===== src/hw/rtl/utf8_stream_decoder_unit_macros.svh =====
// ----------------------------------------------------------------------------
// utf8 stream decoder assertion macros
// concurrent assertion helpers, compiled out when ASSERT_OFF is set
// ----------------------------------------------------------------------------
`ifndef UTF8_STREAM_DECODER_UNIT_MACROS_SVH
`define UTF8_STREAM_DECODER_UNIT_MACROS_SVH

`ifndef ASSERT_OFF

// same-cycle implication, disabled during reset
`define UTF8SD_ASSERT_IMPL(label, clk, rst_n, ante, cons, msg) \
    label: assert property (@(posedge clk) disable iff (!rst_n) (ante) |-> (cons)) \
        else $error(msg);

// next-cycle implication, disabled during reset
`define UTF8SD_ASSERT_NEXT(label, clk, rst_n, ante, cons, msg) \
    label: assert property (@(posedge clk) disable iff (!rst_n) (ante) |=> (cons)) \
        else $error(msg);

`else

`define UTF8SD_ASSERT_IMPL(label, clk, rst_n, ante, cons, msg)

`define UTF8SD_ASSERT_NEXT(label, clk, rst_n, ante, cons, msg)

`endif

`endif


===== src/hw/rtl/utf8sd_pkg.sv =====
// ----------------------------------------------------------------------------
// utf8sd_pkg
// shared widths, status codes and result type of the utf8 stream decoder
// ----------------------------------------------------------------------------
package utf8sd_pkg;

    localparam int unsigned BYTE_W   = 8;
    localparam int unsigned CP_W     = 21;
    localparam int unsigned STATUS_W = 3;
    localparam int unsigned LEN_W    = 3;
    localparam int unsigned SEQ_OFF_W = 16;

    typedef enum logic [STATUS_W-1:0] {
        ST_OK       = 3'd0,
        ST_BAD_LEAD = 3'd1,
        ST_BAD_CONT = 3'd2,
        ST_ZERO     = 3'd3,
        ST_TRUNC    = 3'd4
    } status_t;

    typedef struct packed {
        logic [CP_W-1:0]      code_point;
        status_t              status;
        logic [LEN_W-1:0]     seq_length;
        logic [SEQ_OFF_W-1:0] seq_offset;
        logic                 is_final;
    } result_t;

endpackage


===== src/hw/rtl/utf8sd_byte_if.sv =====
// ----------------------------------------------------------------------------
// utf8sd_byte_if
// valid/ready channel carrying one stream byte and its end-of-stream mark
// ----------------------------------------------------------------------------
interface utf8sd_byte_if;
    import utf8sd_pkg::*;

    logic              valid;
    logic              ready;
    logic [BYTE_W-1:0] data_byte;
    logic              stream_end;

    modport source (output valid, output data_byte, output stream_end, input ready);
    modport sink   (input valid, input data_byte, input stream_end, output ready);
endinterface


===== src/hw/rtl/utf8sd_result_if.sv =====
// ----------------------------------------------------------------------------
// utf8sd_result_if
// valid/ready channel carrying one decoded code point or error report
// ----------------------------------------------------------------------------
interface utf8sd_result_if;
    import utf8sd_pkg::*;

    logic                 valid;
    logic                 ready;
    logic [CP_W-1:0]      code_point;
    logic [STATUS_W-1:0]  status;
    logic [LEN_W-1:0]     seq_length;
    logic [SEQ_OFF_W-1:0] seq_offset;
    logic                 is_final;

    modport source (
        output valid, output code_point, output status, output seq_length,
        output seq_offset, output is_final, input ready
    );
    modport sink (
        input valid, input code_point, input status, input seq_length,
        input seq_offset, input is_final, output ready
    );
endinterface


===== src/hw/rtl/utf8_stream_decoder_unit.sv =====
// ----------------------------------------------------------------------------
// utf8_stream_decoder_unit
// decodes a utf-8 byte stream into code points with error reports
// ----------------------------------------------------------------------------
//  channel  | dir | payload                                          | accept
//  ---------+-----+--------------------------------------------------+------------
//  stream   | in  | data_byte, stream_end                            | valid&ready
//  result   | out | code_point, status, seq_length, seq_offset,      | valid&ready
//           |     | is_final                                         |
//
//  one byte per cycle sustained while the skid register is empty; each result
//  is written into the output register, or into the skid register on a stall
//  the sequence state updates in the same cycle the byte is taken, so the
//  next byte sees it at once; the cycle is set by the lead-byte decode and
//  the 21-bit payload shift feeding the result register
//  a skid register behind the output register keeps stream.ready high while
//  one result waits; ready drops only when both hold results
//  rst_n clears sequence state, byte offset, discard flag and output valids
// ----------------------------------------------------------------------------
`include "utf8_stream_decoder_unit_macros.svh"

module utf8_stream_decoder_unit #(
    parameter int unsigned OFFSET_BITS = 16
) (
    input  logic                    clk,
    input  logic                    rst_n,
    utf8sd_byte_if.sink             stream,
    utf8sd_result_if.source         result
);
    import utf8sd_pkg::*;

    // decoder state
    logic [CP_W-1:0]        partial_reg,   partial_next;
    logic [1:0]             remain_reg,    remain_next;
    logic [LEN_W-1:0]       exp_len_reg,   exp_len_next;
    logic [OFFSET_BITS-1:0] pos_reg,       pos_next;
    logic [OFFSET_BITS-1:0] start_reg,     start_next;
    logic                   discard_reg,   discard_next;

    // output register and skid stage
    result_t                out_reg;
    logic                   out_valid_reg;
    result_t                skid_reg;
    logic                   skid_valid_reg;

    logic                   in_fire;
    logic                   out_fire;
    logic                   res_valid;
    result_t                res;
    logic                   err;
    logic [CP_W-1:0]        cont_value;
    logic [OFFSET_BITS+SEQ_OFF_W-1:0] start_ext;

    assign stream.ready = !skid_valid_reg;
    assign in_fire      = stream.valid && stream.ready;
    assign out_fire     = out_valid_reg && result.ready;

    // continuation payload appended below what has been gathered
    assign cont_value = {partial_reg[CP_W-7:0], stream.data_byte[5:0]};

    // offset counter may be narrower or wider than the reported field
    assign start_ext = {{SEQ_OFF_W{1'b0}}, start_next};

    always_comb
    begin
        partial_next = partial_reg;
        remain_next  = remain_reg;
        exp_len_next = exp_len_reg;
        pos_next     = pos_reg;
        start_next   = start_reg;
        discard_next = discard_reg;
        res_valid    = 1'b0;
        err          = 1'b0;
        res.code_point = '0;
        res.status     = ST_OK;
        res.seq_length = '0;
        res.is_final   = stream.stream_end;

        if (in_fire)
        begin
            if (discard_reg)
            begin
                // byte dropped until end of stream
            end
            else if (remain_reg == 2'd0)
            begin
                // lead byte
                start_next = pos_reg;
                casez (stream.data_byte)
                    8'b0???????:
                    begin
                        res_valid      = 1'b1;
                        res.seq_length = 3'd1;
                        if (stream.data_byte == '0)
                        begin
                            res.status = ST_ZERO;
                            err        = 1'b1;
                        end
                        else
                        begin
                            res.code_point = {{(CP_W-BYTE_W){1'b0}}, stream.data_byte};
                        end
                    end
                    8'b110?????:
                    begin
                        partial_next = {{(CP_W-5){1'b0}}, stream.data_byte[4:0]};
                        exp_len_next = 3'd2;
                        remain_next  = 2'd1;
                    end
                    8'b1110????:
                    begin
                        partial_next = {{(CP_W-4){1'b0}}, stream.data_byte[3:0]};
                        exp_len_next = 3'd3;
                        remain_next  = 2'd2;
                    end
                    8'b11110???:
                    begin
                        partial_next = {{(CP_W-3){1'b0}}, stream.data_byte[2:0]};
                        exp_len_next = 3'd4;
                        remain_next  = 2'd3;
                    end
                    default:
                    begin
                        // stray continuation or five or more leading ones
                        res_valid      = 1'b1;
                        res.status     = ST_BAD_LEAD;
                        res.seq_length = 3'd1;
                        err            = 1'b1;
                    end
                endcase
                // multi-byte lead on the last byte is cut short
                if (!res_valid && stream.stream_end)
                begin
                    res_valid      = 1'b1;
                    res.status     = ST_TRUNC;
                    res.seq_length = exp_len_next;
                end
            end
            else if (stream.data_byte[7:6] != 2'b10)
            begin
                // bad continuation byte is consumed
                res_valid      = 1'b1;
                res.status     = ST_BAD_CONT;
                res.seq_length = exp_len_reg;
                err            = 1'b1;
                remain_next    = 2'd0;
            end
            else
            begin
                partial_next = cont_value;
                remain_next  = remain_reg - 2'd1;
                if (remain_reg == 2'd1)
                begin
                    res_valid      = 1'b1;
                    res.seq_length = exp_len_reg;
                    if (cont_value == '0)
                    begin
                        res.status = ST_ZERO;
                        err        = 1'b1;
                    end
                    else
                    begin
                        res.code_point = cont_value;
                    end
                end
                else if (stream.stream_end)
                begin
                    res_valid      = 1'b1;
                    res.status     = ST_TRUNC;
                    res.seq_length = exp_len_reg;
                end
            end

            if (err)
            begin
                discard_next = 1'b1;
            end

            // end of stream restarts everything at offset zero
            if (stream.stream_end)
            begin
                pos_next     = '0;
                remain_next  = 2'd0;
                partial_next = '0;
                exp_len_next = '0;
                discard_next = 1'b0;
            end
            else
            begin
                pos_next = pos_reg + 1'b1;
            end
        end

        res.seq_offset = start_ext[SEQ_OFF_W-1:0];
    end

    always_ff @(posedge clk or negedge rst_n)
    begin
        if (!rst_n)
        begin
            partial_reg <= '0;
            remain_reg  <= '0;
            exp_len_reg <= '0;
            pos_reg     <= '0;
            start_reg   <= '0;
            discard_reg <= 1'b0;
        end
        else
        begin
            partial_reg <= partial_next;
            remain_reg  <= remain_next;
            exp_len_reg <= exp_len_next;
            pos_reg     <= pos_next;
            start_reg   <= start_next;
            discard_reg <= discard_next;
        end
    end

    // output valids; skid only fills while the output register is stalled
    always_ff @(posedge clk or negedge rst_n)
    begin
        if (!rst_n)
        begin
            out_valid_reg  <= 1'b0;
            skid_valid_reg <= 1'b0;
        end
        else if (skid_valid_reg)
        begin
            if (out_fire)
            begin
                skid_valid_reg <= 1'b0;
            end
        end
        else if (res_valid)
        begin
            if (out_valid_reg && !out_fire)
            begin
                skid_valid_reg <= 1'b1;
            end
            else
            begin
                out_valid_reg <= 1'b1;
            end
        end
        else if (out_fire)
        begin
            out_valid_reg <= 1'b0;
        end
    end

    // output payload, no reset needed
    always_ff @(posedge clk)
    begin
        if (skid_valid_reg)
        begin
            if (out_fire)
            begin
                out_reg <= skid_reg;
            end
        end
        else if (res_valid)
        begin
            if (out_valid_reg && !out_fire)
            begin
                skid_reg <= res;
            end
            else
            begin
                out_reg <= res;
            end
        end
    end

    assign result.valid      = out_valid_reg;
    assign result.code_point = out_reg.code_point;
    assign result.status     = out_reg.status;
    assign result.seq_length = out_reg.seq_length;
    assign result.seq_offset = out_reg.seq_offset;
    assign result.is_final   = out_reg.is_final;

    `UTF8SD_ASSERT_IMPL(a_skid_behind_out, clk, rst_n, skid_valid_reg, out_valid_reg,
        "skid holds an item while the output register is empty")
    `UTF8SD_ASSERT_IMPL(a_discard_idle, clk, rst_n, discard_reg, remain_reg == 2'd0,
        "continuation bytes still expected while discarding")
    `UTF8SD_ASSERT_IMPL(a_remain_len, clk, rst_n, remain_reg != 2'd0,
        exp_len_reg > {1'b0, remain_reg},
        "remaining continuation count not below expected length")
    `UTF8SD_ASSERT_IMPL(a_err_zero_cp, clk, rst_n,
        out_valid_reg && (out_reg.status != ST_OK), out_reg.code_point == '0,
        "error result carries a nonzero code point")

endmodule


===== src/flat_wrapper.sv =====
// flat-port wrapper written by rule: the top's interface ports become plain ports
module utf8_stream_decoder_unit_flat import utf8sd_pkg::*;
#(
    parameter int unsigned OFFSET_BITS = 16
)
  (clk, rst_n, stream_valid, stream_data_byte, stream_stream_end, stream_ready, result_valid, result_code_point, result_status, result_seq_length, result_seq_offset, result_is_final, result_ready);
  utf8sd_byte_if stream_i ();
  utf8sd_result_if result_i ();
  input  logic clk;
  input  logic rst_n;
  input wire logic [$bits(stream_i.valid)-1:0] stream_valid;
  input wire logic [$bits(stream_i.data_byte)-1:0] stream_data_byte;
  input wire logic [$bits(stream_i.stream_end)-1:0] stream_stream_end;
  output wire logic [$bits(stream_i.ready)-1:0] stream_ready;
  output wire logic [$bits(result_i.valid)-1:0] result_valid;
  output wire logic [$bits(result_i.code_point)-1:0] result_code_point;
  output wire logic [$bits(result_i.status)-1:0] result_status;
  output wire logic [$bits(result_i.seq_length)-1:0] result_seq_length;
  output wire logic [$bits(result_i.seq_offset)-1:0] result_seq_offset;
  output wire logic [$bits(result_i.is_final)-1:0] result_is_final;
  input wire logic [$bits(result_i.ready)-1:0] result_ready;
  assign stream_i.valid = stream_valid;
  assign stream_i.data_byte = stream_data_byte;
  assign stream_i.stream_end = stream_stream_end;
  assign stream_ready = stream_i.ready;
  assign result_valid = result_i.valid;
  assign result_code_point = result_i.code_point;
  assign result_status = result_i.status;
  assign result_seq_length = result_i.seq_length;
  assign result_seq_offset = result_i.seq_offset;
  assign result_is_final = result_i.is_final;
  assign result_i.ready = result_ready;
  utf8_stream_decoder_unit #(.OFFSET_BITS(OFFSET_BITS)) u_core (.clk(clk), .rst_n(rst_n), .stream(stream_i), .result(result_i));
endmodule

===== config.mk =====
export PLATFORM = sky130hd
export DESIGN_NAME = utf8_stream_decoder_unit_flat
export DESIGN_NICKNAME = d
export VERILOG_FILES = /design/src/hw/rtl/utf8sd_pkg.sv /design/src/hw/rtl/utf8sd_byte_if.sv /design/src/hw/rtl/utf8sd_result_if.sv /design/src/hw/rtl/utf8_stream_decoder_unit.sv /design/src/flat_wrapper.sv
export VERILOG_INCLUDE_DIRS = /design/src /design/src/hw/rtl
export SDC_FILE = /design/constraint.sdc
export NUM_CORES = 1
export LEC_CHECK = 0
export ABC_AREA = 0
export BUFFER_PORTS_ARGS = -buffer_cell sky130_fd_sc_hd__buf_2
export CORE_ASPECT_RATIO = 1.2
export CORE_MARGIN = 2
export CORE_UTILIZATION = 35
export CTS_CLUSTER_SIZE = 24
export DETAILED_ROUTE_END_ITERATION = 16
export GPL_TIMING_DRIVEN = 0
export PLACE_DENSITY = 0.52
export SLEW_MARGIN = 20
export SYNTH_ARGS = -nofsm -noshare
export SYNTH_HDL_FRONTEND = slang
export SYNTH_SLANG_ARGS = --single-unit

===== constraint.sdc =====
create_clock -name clk -period 6.69 [get_ports clk]
set_input_delay 0 -clock clk [delete_from_list [all_inputs] [get_ports clk]]
set_output_delay 0 -clock clk [all_outputs]
set_load 0.02 [all_outputs]

Word level (Yosys, flattened, before mapping)
Index checks and enable logic that the tools add are counted.
Widths: inputs -> output; s select.
{"block": "totals", "register_bits": 143, "inputBits": 13, "output_inout_bits": 46, "word_cells": 122}
{"block": "classes", "addsub": 2, "n_eq_ne": 11, "mux": 67, "bitwise": 2, "reduce_logical": 22}
{"op": "$mux 44", "count": 4}
{"op": "$mux 27", "count": 3}
{"op": "$mux 16", "count": 4}
{"op": "$mux 21", "count": 3}
{"op": "$mux 15", "count": 4}
{"op": "$pmux 15 s3", "count": 1}
{"op": "$mux 1", "count": 28}
{"op": "$mux 6", "count": 4}
{"op": "$logic_not 21->1", "count": 1}
{"op": "$add 16x1->16 const B", "count": 1}
{"op": "$reduce_and 3->1", "count": 5}
{"op": "$mux 7", "count": 2}
{"op": "$mux 2", "count": 6}
{"op": "$mux 3", "count": 4}
{"op": "$pmux 6 s2", "count": 1}
{"op": "$pmux 3 s3", "count": 1}
{"op": "$logic_not 8->1", "count": 1}
{"op": "$ne 2x2->1 const B", "count": 4}
{"op": "$reduce_bool 2->1", "count": 4}
{"op": "$pmux 2 s3", "count": 1}
{"op": "$eq 5x5->1 const B", "count": 1}
{"op": "$ne 5x5->1 const B", "count": 1}
{"op": "$eq 4x4->1 const B", "count": 1}
{"op": "$logic_and 1x1->1", "count": 4}
{"op": "12 further kinds", "count": 15}

Longest topological paths before layout
{"block": "depth", "depth_word": 15, "mapped_depth": 9}

Least setup slack after synthesis
OpenSTA, ideal clock, no wires.
{"block": "synth_path", "path_kind": "flip-flop to flip-flop", "from": "register u_core.remain_reg[0]", "to": "register u_core.skid_reg[0] in the netlist's numbering (enable)", "setup_time_ns": 0.509, "arrival_ns": 4.627, "setup_slack_ns": 1.555, "path_stages_with_launch": 8, "n_path_buf": 2, "path_cell_list": "dfrtp_1 inv_1 ha_1 buf_6 clkbuf_1 a31o_2 a21o_1 nor3b_1"}
{"block": "synth_between", "elab_chain_cells": 7, "word_cells_on_any_way": 8, "cone_classes": "1 x eq/ne; 5 x mux; 2 x reduce/logical"}
{"element": "start: declaration", "line_no": "utf8_stream_decoder_unit.sv:34", "source": "logic [1:0] remain_reg, remain_next;"}
{"element": "start signal: assignment", "line_no": "utf8_stream_decoder_unit.sv:211", "source": "remain_reg <= remain_next;"}
{"element": "$eq 2x1->1", "line_no": "utf8_stream_decoder_unit.sv:152", "source": "if (remain_reg == 2'd1)"}
{"element": "$mux 1", "line_no": "utf8_stream_decoder_unit.sv:152"}
{"element": "$mux 1", "line_no": "utf8_stream_decoder_unit.sv:139", "source": "else if (stream.data_byte[7:6] != 2'b10)"}
{"element": "$mux 1 *", "line_no": "utf8_stream_decoder_unit.sv:85", "source": "else if (remain_reg == 2'd0)"}
{"element": "$mux 1 *", "line_no": "utf8_stream_decoder_unit.sv:81", "source": "if (discard_reg)"}
{"element": "$mux 1 *", "line_no": "utf8_stream_decoder_unit.sv:79", "source": "if (in_fire)"}
{"element": "$reduce_and 3->1 (no line) *"}
{"element": "end signal: assignment", "line_no": "utf8_stream_decoder_unit.sv:265", "source": "skid_reg <= res;"}
{"element": "end: declaration", "line_no": "utf8_stream_decoder_unit.sv:43", "source": "result_t skid_reg;"}
Mark *: on every way between the ends. The rest lies on a longest branch, timed or not.
A chain may end at the register's enable or synchronous reset.

Worst setup path after layout
{"block": "layout_path", "from": "register u_core.remain_reg[0]", "to": "register u_core.skid_reg[9] in the netlist's numbering (enable)"}
Same word-level chain as after synthesis.

==> results.json <==
{
  "status": "finished clean",
  "placed_cell_area_um2": 6780,
  "grt_usage_pct": 14.3,
  "leakagePower_nw": 3.11,
  "antenna_found_initial": 0,
  "drv_slew": 0,
  "clock_sinks": 143,
  "path_max_fanout": 10,
  "viasPerCell": 5.08,
  "drtIter0Drc": 240,
  "tightest_slew_ns": 0.742,
  "slew_headroom_pct": 50.6,
  "wl_met2_mm": 6.11,
  "largest_register_ff_count": 44,
  "final_cell_area_um2": 7500,
  "areaGrowthSynthToFinish_pct": 22.3,
  "synth_edf_count": 88,
  "gp_congestion": 0.801,
  "drive_above_1_share_pct": 30.5,
  "finalCritPeriodShare_pct": 45.7,
  "clockRootBuffer": "clkbuf_16",
  "portBuffers": 58,
  "cp_slowest_cell": "nor3b_2",
  "nets": 541,
  "min_period_ns": 3.06,
  "vias": 3854,
  "multiInputGateArea_um2": 1970,
  "syn_inst": 431,
  "syn-num-nets": 447,
  "reg2regPathDepth": 10,
  "ys.flop_type": "edfxtp_1",
  "drc": 0,
  "async_reset_ff_share_pct": 38.5,
  "fin_skew_ns": 0.00758,
  "coreArea_um2": 17300,
  "cts-htree-levels": 4,
  "crit_chain": "inv_1, ha_1, buf_6, clkbuf_1, a31o_2, a21o_1, nor3b_2, buf_4, buf_6, buf_4",
  "slowest_delay_ns": 0.58,
  "worst_setup_path_start_kind": "flip-flop",
  "rows": 53,
  "crit_type": "flip-flop to flip-flop",
  "place_inst": 717,
  "ys_ff_latch": 143,
  "cp-end-kind": "flip-flop",
  "register_area_um2": 4020,
  "utilization_pct": 43.3,
  "yosys.cell_types.count": 60,
  "setup_viol": 0,
  "avgSynthCellArea_um2": 14.2,
  "wl_met3_um": 507,
  "grt_overflow": 0,
  "dr.pass1.iters": 4,
  "fmax_mhz": 327,
  "cp.arrival_ns": 3.18,
  "clk_latency_ns": 0.42,
  "grt_pass1_vias": 3950,
  "rsz0062_at_grt": "no",
  "worstPathRequired_ns": 6.82,
  "synth_top_cell_area_share_pct": 43.1,
  "cts_setup_buffers": 0,
  "peakVddDrop_uv": 196,
  "avgRoutedWirePerCell_um": 16.7,
  "io_pins": 59,
  "die_w_um": 125,
  "yosysTopAreaCell": "edfxtp_1",
  "synth_top_cells_by_count": "edfxtp_1, dfrtp_1, a22o_1",
  "cap_violations": 0,
  "stdcell_count": 758,
  "power_w": 0.00302,
  "insertedDiodeCount": 0,
  "wl_mm": 12.6,
  "cts_tree": "yes",
  "clk_path_buf_depth": 2,
  "seq_area_frac_synth_pct": 65.6,
  "grt_first_pass_wirelength_mm": 20.7,
  "fp.dieArea_um2": 18600,
  "power_density_nw_per_um2": 403,
  "initial_core_util_pct": 35.4,
  "synthTopCellsByArea": "edfxtp_1, dfrtp_1, a22o_1",
  "top_layer": "met4",
  "yosys_warnings": 0,
  "fillers": 1633,
  "hold_path_class": "input port to flip-flop",
  "cts_buffers": 17,
  "die_y_um": 149,
  "grt_max_degree": 56,
  "path_clk_slew_ns": 0.06,
  "final_hold_viol_count": 0,
  "dp_hpwl_mm": 8.62,
  "syn_area_um2": 6130,
  "min_path_cells": 5,
  "yosysMostFrequentCell": "edfxtp_1",
  "ant_nets": 0,
  "wl_met1_mm": 5.66
}
[what timing repair did]
| action | 4_1_cts | 5_1_grt |
|---|---|---|
| hold endpoints to repair | 77 | 0 |
| setup endpoints to repair | 0 | 0 |
| resized for setup | 0 | 0 |
| hold buffers | 9 | 0 |
[routing by layer]
metal / vias to the layer above / track usage, %
li1: 1832 / -
met3: 27 / 4.16
met2: 80 / 23.2
met4: 0 / 6.80
met1: 1915 / 17.6
met5: - / 0
[where the power goes]
group          switching (W)  internal, W  total (W)
combinational       0.000490     0.000311   0.000801
sequential         0.0000777      0.00116    0.00124
clock               0.000367     0.000618   0.000985
[metrics by stage]
stage               setup TNS [ns]  hold slack [ns]  setup slack (ns)
finish                           0            0.118              3.63
floorplan                        0           -0.296              1.55
global route                     0            0.145              3.47
detailed placement               0            0.115              3.65
global placement            -19.75            0.234            -0.451
CTS                              0           0.0945              3.62
[layout by cell type, fill, tap and decap left out, types with 3 or more instances in the layout]
master	synthesis	layout
clkbuf_1	6	6
nand4_1	3	3
a22o_1	37	37
nand4b_1	3	3
mux2_4	16	16
inv_1	6	6
buf_4	2	7
a31o_2	4	4
edfxtp_1	88	88
a21o_1	3	3
and2_1	22	22
and3_1	5	5
nand2_1	31	31
nor3_1	6	6
nor4_1	4	4
clkinv_2	0	4
o21ai_0	17	17
dlygate4sd3_1	0	9
dfrtp_1	55	55
mux2_2	17	17
nand3_1	7	7
buf_2	8	65
bufinv_16	0	3
ha_1	3	3
clkbuf_16	0	18
nor2_1	22	22
a31oi_1	4	4
buf_6	2	5
a21oi_1	8	8
xnor2_1	5	5
[cell type report]
type                            instances  area share (%)
Sequential cell                       143            53.6
Multi-Input combinational cell        261            26.3
Clock buffer                           19            6.19
Timing Repair Buffer                   75            6.16
Tap cell                              220            3.67
Clock inverter                         13            2.10
Buffer                                 20            1.65
Inverter                                7           0.351
[worst max-delay path, delay by kind of cell (launching register included)]
family | cells | cell delay, ns
flops | 1 | 0.37
simple gates | 1 | 0.58
fa+ha+maj | 1 | 0.20
compound gates | 2 | 0.54
buf+inv | 6 | 1.07
[cells by family (layout without fill, tap and decap cells)]
family,Yosys count,count (layout),synth area share (%)
flip-flops,143,143,65.6
AND/OR/NAND/NOR,128,128,12.2
adder cells (fa/ha/maj),3,3,0.613
buffers and inverters,27,134,2.45
XOR/XNOR,7,7,1.00
multiplexers,35,35,7.37
AO/OA/AOI/OAI,88,88,10.8
[worst paths after layout]
check	start	endpoint	slack [ns]
min	stream_valid	u_core.pos_reg[6]	0.12
max	u_core.remain_reg[0]	u_core.skid_reg[9]	3.63
max reg2reg	u_core.remain_reg[0]	u_core.skid_reg[9]	3.63
min reg2reg	u_core.start_reg[14]	u_core.start_reg[14]	0.51
min in group asynchronous	rst_n	u_core.start_reg[8]	0.18
max in group asynchronous	rst_n	u_core.partial_reg[1]	6.02
Power figures use the tool's default switching activity.
